**config.mk**
```make
export PLATFORM = sky130hd
export DESIGN_NAME = vcf_genotype_allele_caller_top
export DESIGN_NICKNAME = d
export VERILOG_FILES = /design/src/hw/rtl/vcf_gac_pkg.sv /design/src/hw/rtl/vcf_genotype_allele_caller_top.sv
export SDC_FILE = /design/constraint.sdc
export NUM_CORES = 1
export LEC_CHECK = 0
export BUFFER_PORTS_ARGS = -buffer_cell sky130_fd_sc_hd__buf_2
export CELL_PAD_IN_SITES_DETAIL_PLACEMENT = 0
export CELL_PAD_IN_SITES_GLOBAL_PLACEMENT = 2
export CORE_MARGIN = 10
export CORE_UTILIZATION = 42
export DETAILED_ROUTE_END_ITERATION = 12
export PLACE_DENSITY_LB_ADDON = 0.1
export SLEW_MARGIN = 0
export SYNTH_ARGS = -nofsm -noshare
export SYNTH_HDL_FRONTEND = slang
export SYNTH_SLANG_ARGS = --single-unit
```
**constraint.sdc**
```tcl
create_clock -name clk -period 13.7 [get_ports clk]
set_clock_uncertainty 0.2 [all_clocks]
set_input_delay 2.74 -clock clk [delete_from_list [all_inputs] [get_ports clk]]
set_output_delay 2.74 -clock clk [all_outputs]
set_load 0.1 [all_outputs]
```
**src/hw/rtl/vcf_gac_pkg.sv**
```systemverilog
// Package with constants and types shared by the VCF genotype allele caller.
`default_nettype none
package vcf_gac_pkg;
    localparam int unsigned DEF_MAX_SAMPLES = 1024;
    localparam int unsigned DEF_COUNT_BITS = 16;
    localparam int unsigned DEF_MAX_FORMAT_KEYS = 15;
    localparam logic [15:0] MIN_COVERAGE_RESET = 16'd10;
    localparam logic [7:0] CH_TAB = 8'h09;
    localparam logic [7:0] CH_NL = 8'h0A;
    localparam logic [7:0] CH_HASH = 8'h23;
    localparam logic [7:0] CH_COLON = 8'h3A;
    localparam logic [7:0] CH_COMMA = 8'h2C;
    localparam logic [7:0] CH_DOT = 8'h2E;
    localparam logic [7:0] CH_N = 8'h4E;
    localparam logic [7:0] CH_D = 8'h44;
    localparam logic [7:0] CH_P = 8'h50;
    localparam logic [7:0] CH_A = 8'h41;
    localparam logic [7:0] CH_ZERO = 8'h30;
    localparam logic [7:0] CH_NINE = 8'h39;
    localparam logic [10:0] COL_REF = 11'd3;
    localparam logic [10:0] COL_ALT = 11'd4;
    localparam logic [10:0] COL_FORMAT = 11'd8;
    localparam logic [10:0] COL_FIRST_SAMPLE = 11'd9;
    localparam logic [10:0] COL_MAX = 11'd2047;

    typedef enum logic [1:0] {
        NUM_IDLE = 2'd0,
        NUM_DIGITS = 2'd1,
        NUM_DONE = 2'd2
    } num_state_t;
endpackage
`default_nettype wire

```
**src/hw/rtl/vcf_genotype_allele_caller_top.sv**
```systemverilog
// Top level of the VCF genotype allele caller: byte parser and per-sample call.
`default_nettype none
// Usage: the block takes one text byte per cycle and reaches one byte per clock when
// out_ready stays high. Each byte passes through a state update and, at the end of a
// sample column, the call is computed from the column registers into a result
// register; the only limit on rate is the single-entry result register, which frees
// in the same cycle it is taken. Header lines starting with '#' produce no beats.
// The min_coverage register may be written only while the block is idle.
module vcf_genotype_allele_caller_top #(
    parameter int unsigned MAX_SAMPLES = vcf_gac_pkg::DEF_MAX_SAMPLES,
    parameter int unsigned COUNT_BITS = vcf_gac_pkg::DEF_COUNT_BITS,
    parameter int unsigned MAX_FORMAT_KEYS = vcf_gac_pkg::DEF_MAX_FORMAT_KEYS
) (
    input  wire logic        clk,
    input  wire logic        rst_n,
    input  wire logic        cfg_valid,
    output logic             cfg_ready,
    input  wire logic [15:0] cfg_data,
    input  wire logic        in_valid,
    output logic             in_ready,
    input  wire logic [7:0]  text_byte,
    output logic             out_valid,
    input  wire logic        out_ready,
    output logic [9:0]       sample_index,
    output logic [7:0]       first_allele,
    output logic [7:0]       second_allele,
    output logic             end_of_row
);
    import vcf_gac_pkg::*;

    localparam int KB = 5;
    localparam int CW = (COUNT_BITS > 16) ? COUNT_BITS + 1 : 17;
    localparam logic [COUNT_BITS-1:0] CMAX = {COUNT_BITS{1'b1}};
    localparam logic [KB-1:0] MAXK = KB'(MAX_FORMAT_KEYS);

    logic [15:0] cov_reg;
    logic [10:0] col_reg, col_next;
    logic hdr_reg, hdr_next, start_reg, start_next;
    logic [7:0] refb_reg, refb_next, altb_reg, altb_next;
    logic [1:0] refl_reg, refl_next, altl_reg, altl_next;
    logic [KB-1:0] dpk_reg, dpk_next, adk_reg, adk_next, fcc_reg, fcc_next;
    logic [17:0] key_reg, key_next;
    logic [4:0] sub_reg, sub_next;
    logic [1:0] comma_reg, comma_next;
    logic [COUNT_BITS-1:0] dp_reg, dp_next, rc_reg, rc_next, ac_reg, ac_next;
    logic seen_reg, seen_next, bytes_reg, bytes_next;
    num_state_t num_reg, num_next;
    logic emit;
    logic [9:0] o_idx;
    logic [7:0] o_a1, o_a2;
    logic o_last;

    assign cfg_ready = 1'b1;
    assign in_ready = !out_valid || out_ready;
    wire take = in_valid && in_ready;

    function automatic logic [COUNT_BITS-1:0] acc_digit(
        input logic [COUNT_BITS-1:0] acc, input logic [7:0] b);
        logic [COUNT_BITS+4:0] v;
        begin
            v = {5'd0, acc} * (COUNT_BITS+5)'(10) + (COUNT_BITS+5)'(b - CH_ZERO);
            acc_digit = (v > {5'd0, CMAX}) ? CMAX : v[COUNT_BITS-1:0];
        end
    endfunction

    always_comb
    begin
        logic [7:0] b;
        logic [10:0] col;
        logic [1:0] len;
        logic [KB:0] pos;
        logic inc, ind, dig, last;
        logic [KB-1:0] colons;
        logic [CW-1:0] c1, c2;
        logic [7:0] r, a;
        b = text_byte;
        col_next = col_reg; hdr_next = hdr_reg; start_next = start_reg;
        refb_next = refb_reg; refl_next = refl_reg; altb_next = altb_reg;
        altl_next = altl_reg; dpk_next = dpk_reg; adk_next = adk_reg;
        fcc_next = fcc_reg; key_next = key_reg; sub_next = sub_reg;
        comma_next = comma_reg; dp_next = dp_reg; rc_next = rc_reg; ac_next = ac_reg;
        seen_next = seen_reg; num_next = num_reg; bytes_next = bytes_reg;
        emit = 1'b0; o_idx = '0; o_a1 = CH_N; o_a2 = CH_N; o_last = 1'b0;
        len = '0; pos = '0; inc = 1'b0; ind = 1'b0; colons = '0;
        c1 = '0; c2 = '0; r = '0; a = '0; last = 1'b0;
        dig = (b >= CH_ZERO) && (b <= CH_NINE);
        if (start_reg)
        begin
            start_next = 1'b0; col_next = '0; hdr_next = (b == CH_HASH);
            refb_next = '0; refl_next = '0; altb_next = '0; altl_next = '0;
            dpk_next = '0; adk_next = '0; fcc_next = '0;
            key_next = '0; sub_next = '0; comma_next = '0; dp_next = '0;
            rc_next = '0; ac_next = '0; seen_next = 1'b0; num_next = NUM_IDLE;
            bytes_next = 1'b0;
        end
        col = col_next;
        if (hdr_next)
        begin
            if (b == CH_NL)
            begin
                start_next = 1'b1; hdr_next = 1'b0;
            end
        end
        else if (b == CH_TAB || b == CH_NL)
        begin
            last = (b == CH_NL);
            if (col == COL_ALT)
            begin
                if (refl_next != 2'd1)
                begin
                    refb_next = CH_N; altb_next = CH_N;
                end
                else if (altl_next > 2'd1)
                    altb_next = CH_N;
                if (refb_next == CH_N) altb_next = CH_N;
                if (altb_next == CH_DOT) altb_next = refb_next;
            end
            if (col == COL_FORMAT && key_next[17:16] == 2'd2 && sub_next < MAXK)
            begin
                if (key_next[7:0] == CH_D && key_next[15:8] == CH_P)
                    dpk_next = sub_next + 1'b1;
                if (key_next[7:0] == CH_A && key_next[15:8] == CH_D)
                    adk_next = sub_next + 1'b1;
            end
            if (col >= COL_FIRST_SAMPLE && !(last && !bytes_next)
                && 32'(col - COL_FIRST_SAMPLE) < MAX_SAMPLES)
            begin
                emit = 1'b1; o_idx = 10'(col - COL_FIRST_SAMPLE); o_last = last;
                colons = (sub_next > MAXK) ? MAXK : sub_next;
                r = refb_next; a = altb_next;
                c1 = CW'(cov_reg); c2 = CW'({cov_reg, 1'b0});
                if (r != CH_N && a != CH_N && colons == fcc_next)
                begin
                    priority if (!seen_next)
                    begin
                        if (CW'(dp_next) >= c1)
                        begin
                            o_a1 = r; o_a2 = (CW'(dp_next) < c2) ? CH_N : r;
                        end
                    end
                    else if (CW'(rc_next) >= c1)
                    begin
                        o_a1 = r;
                        if (CW'(ac_next) >= c1) o_a2 = a;
                        else o_a2 = (CW'(rc_next) < c2) ? CH_N : r;
                    end
                    else if (CW'(ac_next) >= c1)
                    begin
                        o_a1 = a; o_a2 = (CW'(ac_next) < c2) ? CH_N : a;
                    end
                    else
                    begin
                        o_a1 = CH_N; o_a2 = CH_N;
                    end
                end
            end
            if (last) start_next = 1'b1;
            else if (col < COL_MAX) col_next = col + 1'b1;
            key_next = '0; sub_next = '0; comma_next = '0; dp_next = '0;
            rc_next = '0; ac_next = '0; seen_next = 1'b0; num_next = NUM_IDLE;
            bytes_next = 1'b0;
        end
        else
        begin
            bytes_next = 1'b1;
            if (col == COL_REF)
            begin
                if (refl_next == 2'd0) refb_next = b;
                if (refl_next < 2'd3) refl_next = refl_next + 1'b1;
            end
            else if (col == COL_ALT)
            begin
                if (altl_next == 2'd0) altb_next = b;
                if (altl_next < 2'd3) altl_next = altl_next + 1'b1;
            end
            else if (col == COL_FORMAT)
            begin
                if (b == CH_COLON)
                begin
                    if (key_next[17:16] == 2'd2 && sub_next < MAXK)
                    begin
                        if (key_next[7:0] == CH_D && key_next[15:8] == CH_P)
                            dpk_next = sub_next + 1'b1;
                        if (key_next[7:0] == CH_A && key_next[15:8] == CH_D)
                            adk_next = sub_next + 1'b1;
                    end
                    key_next = '0;
                    if (sub_next < 5'd31) sub_next = sub_next + 1'b1;
                    if (fcc_next < MAXK) fcc_next = fcc_next + 1'b1;
                end
                else
                begin
                    len = key_next[17:16];
                    if (len == 2'd0) key_next[7:0] = b;
                    else if (len == 2'd1) key_next[15:8] = b;
                    if (len < 2'd3) key_next[17:16] = len + 1'b1;
                end
            end
            else if (col >= COL_FIRST_SAMPLE)
            begin
                pos = {1'b0, sub_next} + 1'b1;
                inc = (adk_next != '0) && (pos == {1'b0, adk_next});
                ind = (dpk_next != '0) && (pos == {1'b0, dpk_next});
                if (b == CH_COLON)
                begin
                    if (inc) seen_next = 1'b1;
                    if (sub_next < 5'd31) sub_next = sub_next + 1'b1;
                    num_next = NUM_IDLE; comma_next = '0;
                end
                else if (inc)
                begin
                    seen_next = 1'b1;
                    if (b == CH_COMMA)
                    begin
                        if (comma_next < 2'd2) comma_next = comma_next + 1'b1;
                        num_next = NUM_IDLE;
                    end
                    else if (comma_next != 2'd2 && num_next != NUM_DONE)
                    begin
                        if (!dig) num_next = NUM_DONE;
                        else if (comma_next == 2'd0)
                        begin
                            rc_next = (num_next == NUM_IDLE)
                                ? COUNT_BITS'(b - CH_ZERO) : acc_digit(rc_next, b);
                            num_next = NUM_DIGITS;
                        end
                        else
                        begin
                            ac_next = (num_next == NUM_IDLE)
                                ? COUNT_BITS'(b - CH_ZERO) : acc_digit(ac_next, b);
                            num_next = NUM_DIGITS;
                        end
                    end
                end
                else if (ind && num_next != NUM_DONE)
                begin
                    if (!dig) num_next = NUM_DONE;
                    else
                    begin
                        dp_next = (num_next == NUM_IDLE)
                            ? COUNT_BITS'(b - CH_ZERO) : acc_digit(dp_next, b);
                        num_next = NUM_DIGITS;
                    end
                end
            end
        end
    end

    always_ff @(posedge clk or negedge rst_n)
    begin
        if (!rst_n)
        begin
            cov_reg <= MIN_COVERAGE_RESET;
            col_reg <= '0; hdr_reg <= 1'b0; start_reg <= 1'b1;
            refb_reg <= '0; refl_reg <= '0; altb_reg <= '0; altl_reg <= '0;
            dpk_reg <= '0; adk_reg <= '0; fcc_reg <= '0; key_reg <= '0;
            sub_reg <= '0; comma_reg <= '0; dp_reg <= '0; rc_reg <= '0;
            ac_reg <= '0; seen_reg <= 1'b0; num_reg <= NUM_IDLE; bytes_reg <= 1'b0;
            out_valid <= 1'b0;
        end
        else
        begin
            if (cfg_valid) cov_reg <= cfg_data;
            if (take)
            begin
                col_reg <= col_next; hdr_reg <= hdr_next; start_reg <= start_next;
                refb_reg <= refb_next; refl_reg <= refl_next;
                altb_reg <= altb_next; altl_reg <= altl_next;
                dpk_reg <= dpk_next; adk_reg <= adk_next; fcc_reg <= fcc_next;
                key_reg <= key_next; sub_reg <= sub_next; comma_reg <= comma_next;
                dp_reg <= dp_next; rc_reg <= rc_next; ac_reg <= ac_next;
                seen_reg <= seen_next; num_reg <= num_next; bytes_reg <= bytes_next;
            end
            if (take) out_valid <= emit;
            else if (out_ready) out_valid <= 1'b0;
        end
    end

    always_ff @(posedge clk)
    begin
        if (take && emit)
        begin
            sample_index <= o_idx; first_allele <= o_a1;
            second_allele <= o_a2; end_of_row <= o_last;
        end
    end

`ifndef NO_ASSERTIONS
    a_hold: assert property (@(posedge clk) disable iff (!rst_n)
        out_valid && !out_ready |=> out_valid && $stable(sample_index))
        else $error("result dropped while stalled");
    a_ready: assert property (@(posedge clk) disable iff (!rst_n)
        !out_valid |-> in_ready) else $error("input blocked with empty output");
    a_hdr: assert property (@(posedge clk) disable iff (!rst_n)
        hdr_reg && !start_reg |-> !emit) else $error("call from a header line");
    a_row: assert property (@(posedge clk) disable iff (!rst_n)
        take && emit && o_last |=> start_reg) else $error("row end without line reset");
`endif
endmodule
`default_nettype wire

```
==> results.ini <==
[outcome]
status = complete, no violations

[timing]
fin_setup_tns_ns = 0
final_max_slew_viol_count = 0
setup_viol = 0
tightest_slew_ns = 1.136
period_needed_ns = 7.115
rsz0062_at_grt = false
period_share_pct = 51.94
max-slew-margin-rel_pct = 23.67
max_clock_freq_ghz = 0.1405
hold_viol = 0

[route]
drtAntennaViolNets = 0
wire_per_inst_um = 21.18
drcViolationCount = 0
drt-initial-drc-count = 1289
firstDrtPassIters = 5
viasPerCell = 5.960
wirelength_um = 56070
num_vias = 15780

[yosys]
syn-num-nets = 2342
yosysUniqueCellTypes = 102
yosysSeqAreaShare_pct = 25.83
synth_cells = 2096
yosys_warnings = 0
synth_flop_cell = dfrtp_1
async_reset_ff_share_pct = 84.02
avgSynthCellArea_sq_um = 8.067
synth-seq-cells = 169
synth_edf_count = 27
synth_area_sq_um = 16910

[clock_network]
clock_sinks = 169
path_clk_slew_ns = 0.07
cts_tree = done
cts_setup_buffers = 0
ctsHtreeMaxLevel = 4
post_cts_resized = 0
cts_buffers = 17
ctsHoldBuffers = 0
worstSkewPairLatency_ns = 0.48
clock_path_buffers = 2
clk_root_buffer_cell = clkbuf_16

[global_routing]
first_global_vias = 15400
grtUsageTotal_pct = 23.15
grt-ovfl-total = 0
grt_pass1_wl_um = 88550
antenna_found_initial = 2
grt_max_degree = 76

[die]
start_util_pct = 42.55
rows = 73
fp.dieW_um = 220.6
ios = 59
die_y_um = 220.6
dieArea_sq_um = 48680
core_sq_um = 39730

[critical_path]
reg2regPathDepth = 26
slowest_stage = dfstp_4
worstPathRequired_ns = 13.85
path_buf_inv = 4
crit-reg2reg-launch = start_reg
path_delay_family = compound AO/OA/AOI/OAI gates
crit_path_start_kind = register
crit_arrival_ns = 7.26
endpoint_kind = register
r2r-end = rc_reg[15]
crit_path_max_incr_delay_ns = 1.03
critical_path.max_fanout = 59
crit_type = register to register
crit_start = start_reg
r2r_slack_ns = 6.58

[placed_design]
hpwl_um = 41940
routabilityCongestion = 0.8763
numPortBuffers = 57

[final_layout]
drive_gt1_share_pct = 6.924
largest_register_ffs = 18
area_growth_syn_to_layout_pct = 7.704
final_cell_mix = 240 x nand2_1, 213 x ha_1, 190 x a21oi_1
nNetsFinal = 2356
final_core_util_pct = 45.83
fillers = 3994
n_antenna_cell = 0
mostFrequentLayoutCell = nand2_1

[pwr]
power.leakage_nw = 8.573
p_switching_uw = 607.5
clkPwrFrac_pct = 30.7
power_frac_comb_pct = 33.5
switching_share_pct = 38.04
p_int_uw = 989.4
p_seq_share_pct = 35.9
cellPowerDensity_nw_per_um2 = 87.69
peakVddDrop_mv = 0.06847

[run]
drv_cap = 0

[hold_path]
hold_depth = 2
hp-start = ac_reg[14]
hp-class = register to register
hold_end = ac_reg[14]

-- metal layers --
layer / global-route usage [%] / wire (um) / part of all wire, % / up-vias
met4: 5.758 / 857 / 1.5 / 0
met2: 38.38 / 26390 / 47 / 415
met5: 0 / 0 / 0 / -
met3: 2.881 / 2837 / 5.1 / 52
met1: 31.35 / 25990 / 46 / 7621
li1: - / - / - / 7694
-- how the worst max path moves through the flow --
stage,endpoint,slack (ns),cells past startpoint
5_1_grt,ac_reg[1],5.98,23
2_1_floorplan,rc_reg[15],6.64,33
3_3_place_gp,dp_reg[6],6.24,13
6_report,rc_reg[15],6.58,26
3_5_place_dp,dp_reg[6],6.16,13
4_1_cts,rc_reg[15],6.56,26
-- logic make-up (layout without fill, tap and decap cells) --
| logic type | count (synthesis) | in the layout | share of synthesized area (%) |
|---|---|---|---|
| and+or+nand+nor | 736 | 736 | 21.67 |
| AOI/OAI and AO/OA | 666 | 666 | 24.78 |
| adders and majority gates | 221 | 221 | 16.48 |
| DFF | 169 | 169 | 25.83 |
| buffers and inverters | 168 | 195 | 4.011 |
| xor gates and xnor gates | 117 | 117 | 6.142 |
| muxes | 18 | 18 | 1.066 |
| other | 1 | 1 | 0.02218 |
-- power groups by stage --
stage | logic, mW | registers [mW] | clock network, mW
after floorplan | 0.381 | 0.565 | 0
after global placement | 0.526 | 0.581 | 0
after detailed placement | 0.528 | 0.581 | 0
after CTS | 0.531 | 0.572 | 0.494
after global routing | 0.595 | 0.577 | 0.515
final | 0.534 | 0.573 | 0.489
-- metrics by stage --
step,instances,setup WS [ns],hold slack [ns],power [mW],instance area (sq um)
final,2648,6.585,0.2793,1.597,18210
after floorplan,2096,6.639,0.2418,0.9461,16910
after detailed placement,2616,6.165,0.2647,1.110,17660
after CTS,2648,6.555,0.2793,1.598,18210
after global routing,2648,5.979,0.3014,1.688,18210
after global placement,2616,6.245,0.2569,1.107,17660
-- Yosys cell counts, drive strengths merged, types with 15 or more instances --
cell / count / share of area, %
nand2: 240 / 5.3
ha: 213 / 16
a21oi: 191 / 5.7
o21ai: 188 / 5.6
nor2: 159 / 3.5
dfrtp: 139 / 21
xnor2: 89 / 4.6
inv: 86 / 1.9
nor2b: 77 / 2.8
clkbuf: 55 / 1.2
a21o: 47 / 2.1
nor3: 46 / 1.5
nand3: 41 / 1.3
nand2b: 40 / 1.5
edfxtp: 27 / 4.8
xor2: 27 / 1.4
buf: 26 / 0.85
nand4: 26 / 0.96
a211oi: 25 / 1.1
o211ai: 24 / 1.1
a31oi: 22 / 0.81
and2: 20 / 0.74
and3: 20 / 0.74
mux2i: 18 / 1.1
o22ai: 18 / 0.67
a22oi: 17 / 0.75
o31ai: 15 / 0.73
-- worst min-delay path, delay by kind of cell, from the launching register on --
| family | cells | cell delay (ns) |
|---|---|---|
| flops | 1 | 0.34 |
| compound gates | 1 | 0.06 |
| simple gates | 1 | 0.04 |
-- cell type report --
| type | count | area, sq um | area share, % |
|---|---|---|---|
| sequential | 169 | 4372 | 24.01 |
| tap | 525 | 656.9 | 3.607 |
| multi-input combinational | 1759 | 11870 | 65.16 |
| timing repair buffer | 76 | 434.2 | 2.384 |
| clock buffer | 26 | 489.2 | 2.687 |
| inverter | 87 | 326.6 | 1.793 |
| clock inverter | 6 | 65.06 | 0.3573 |
Power figures use the tool's default switching activity.
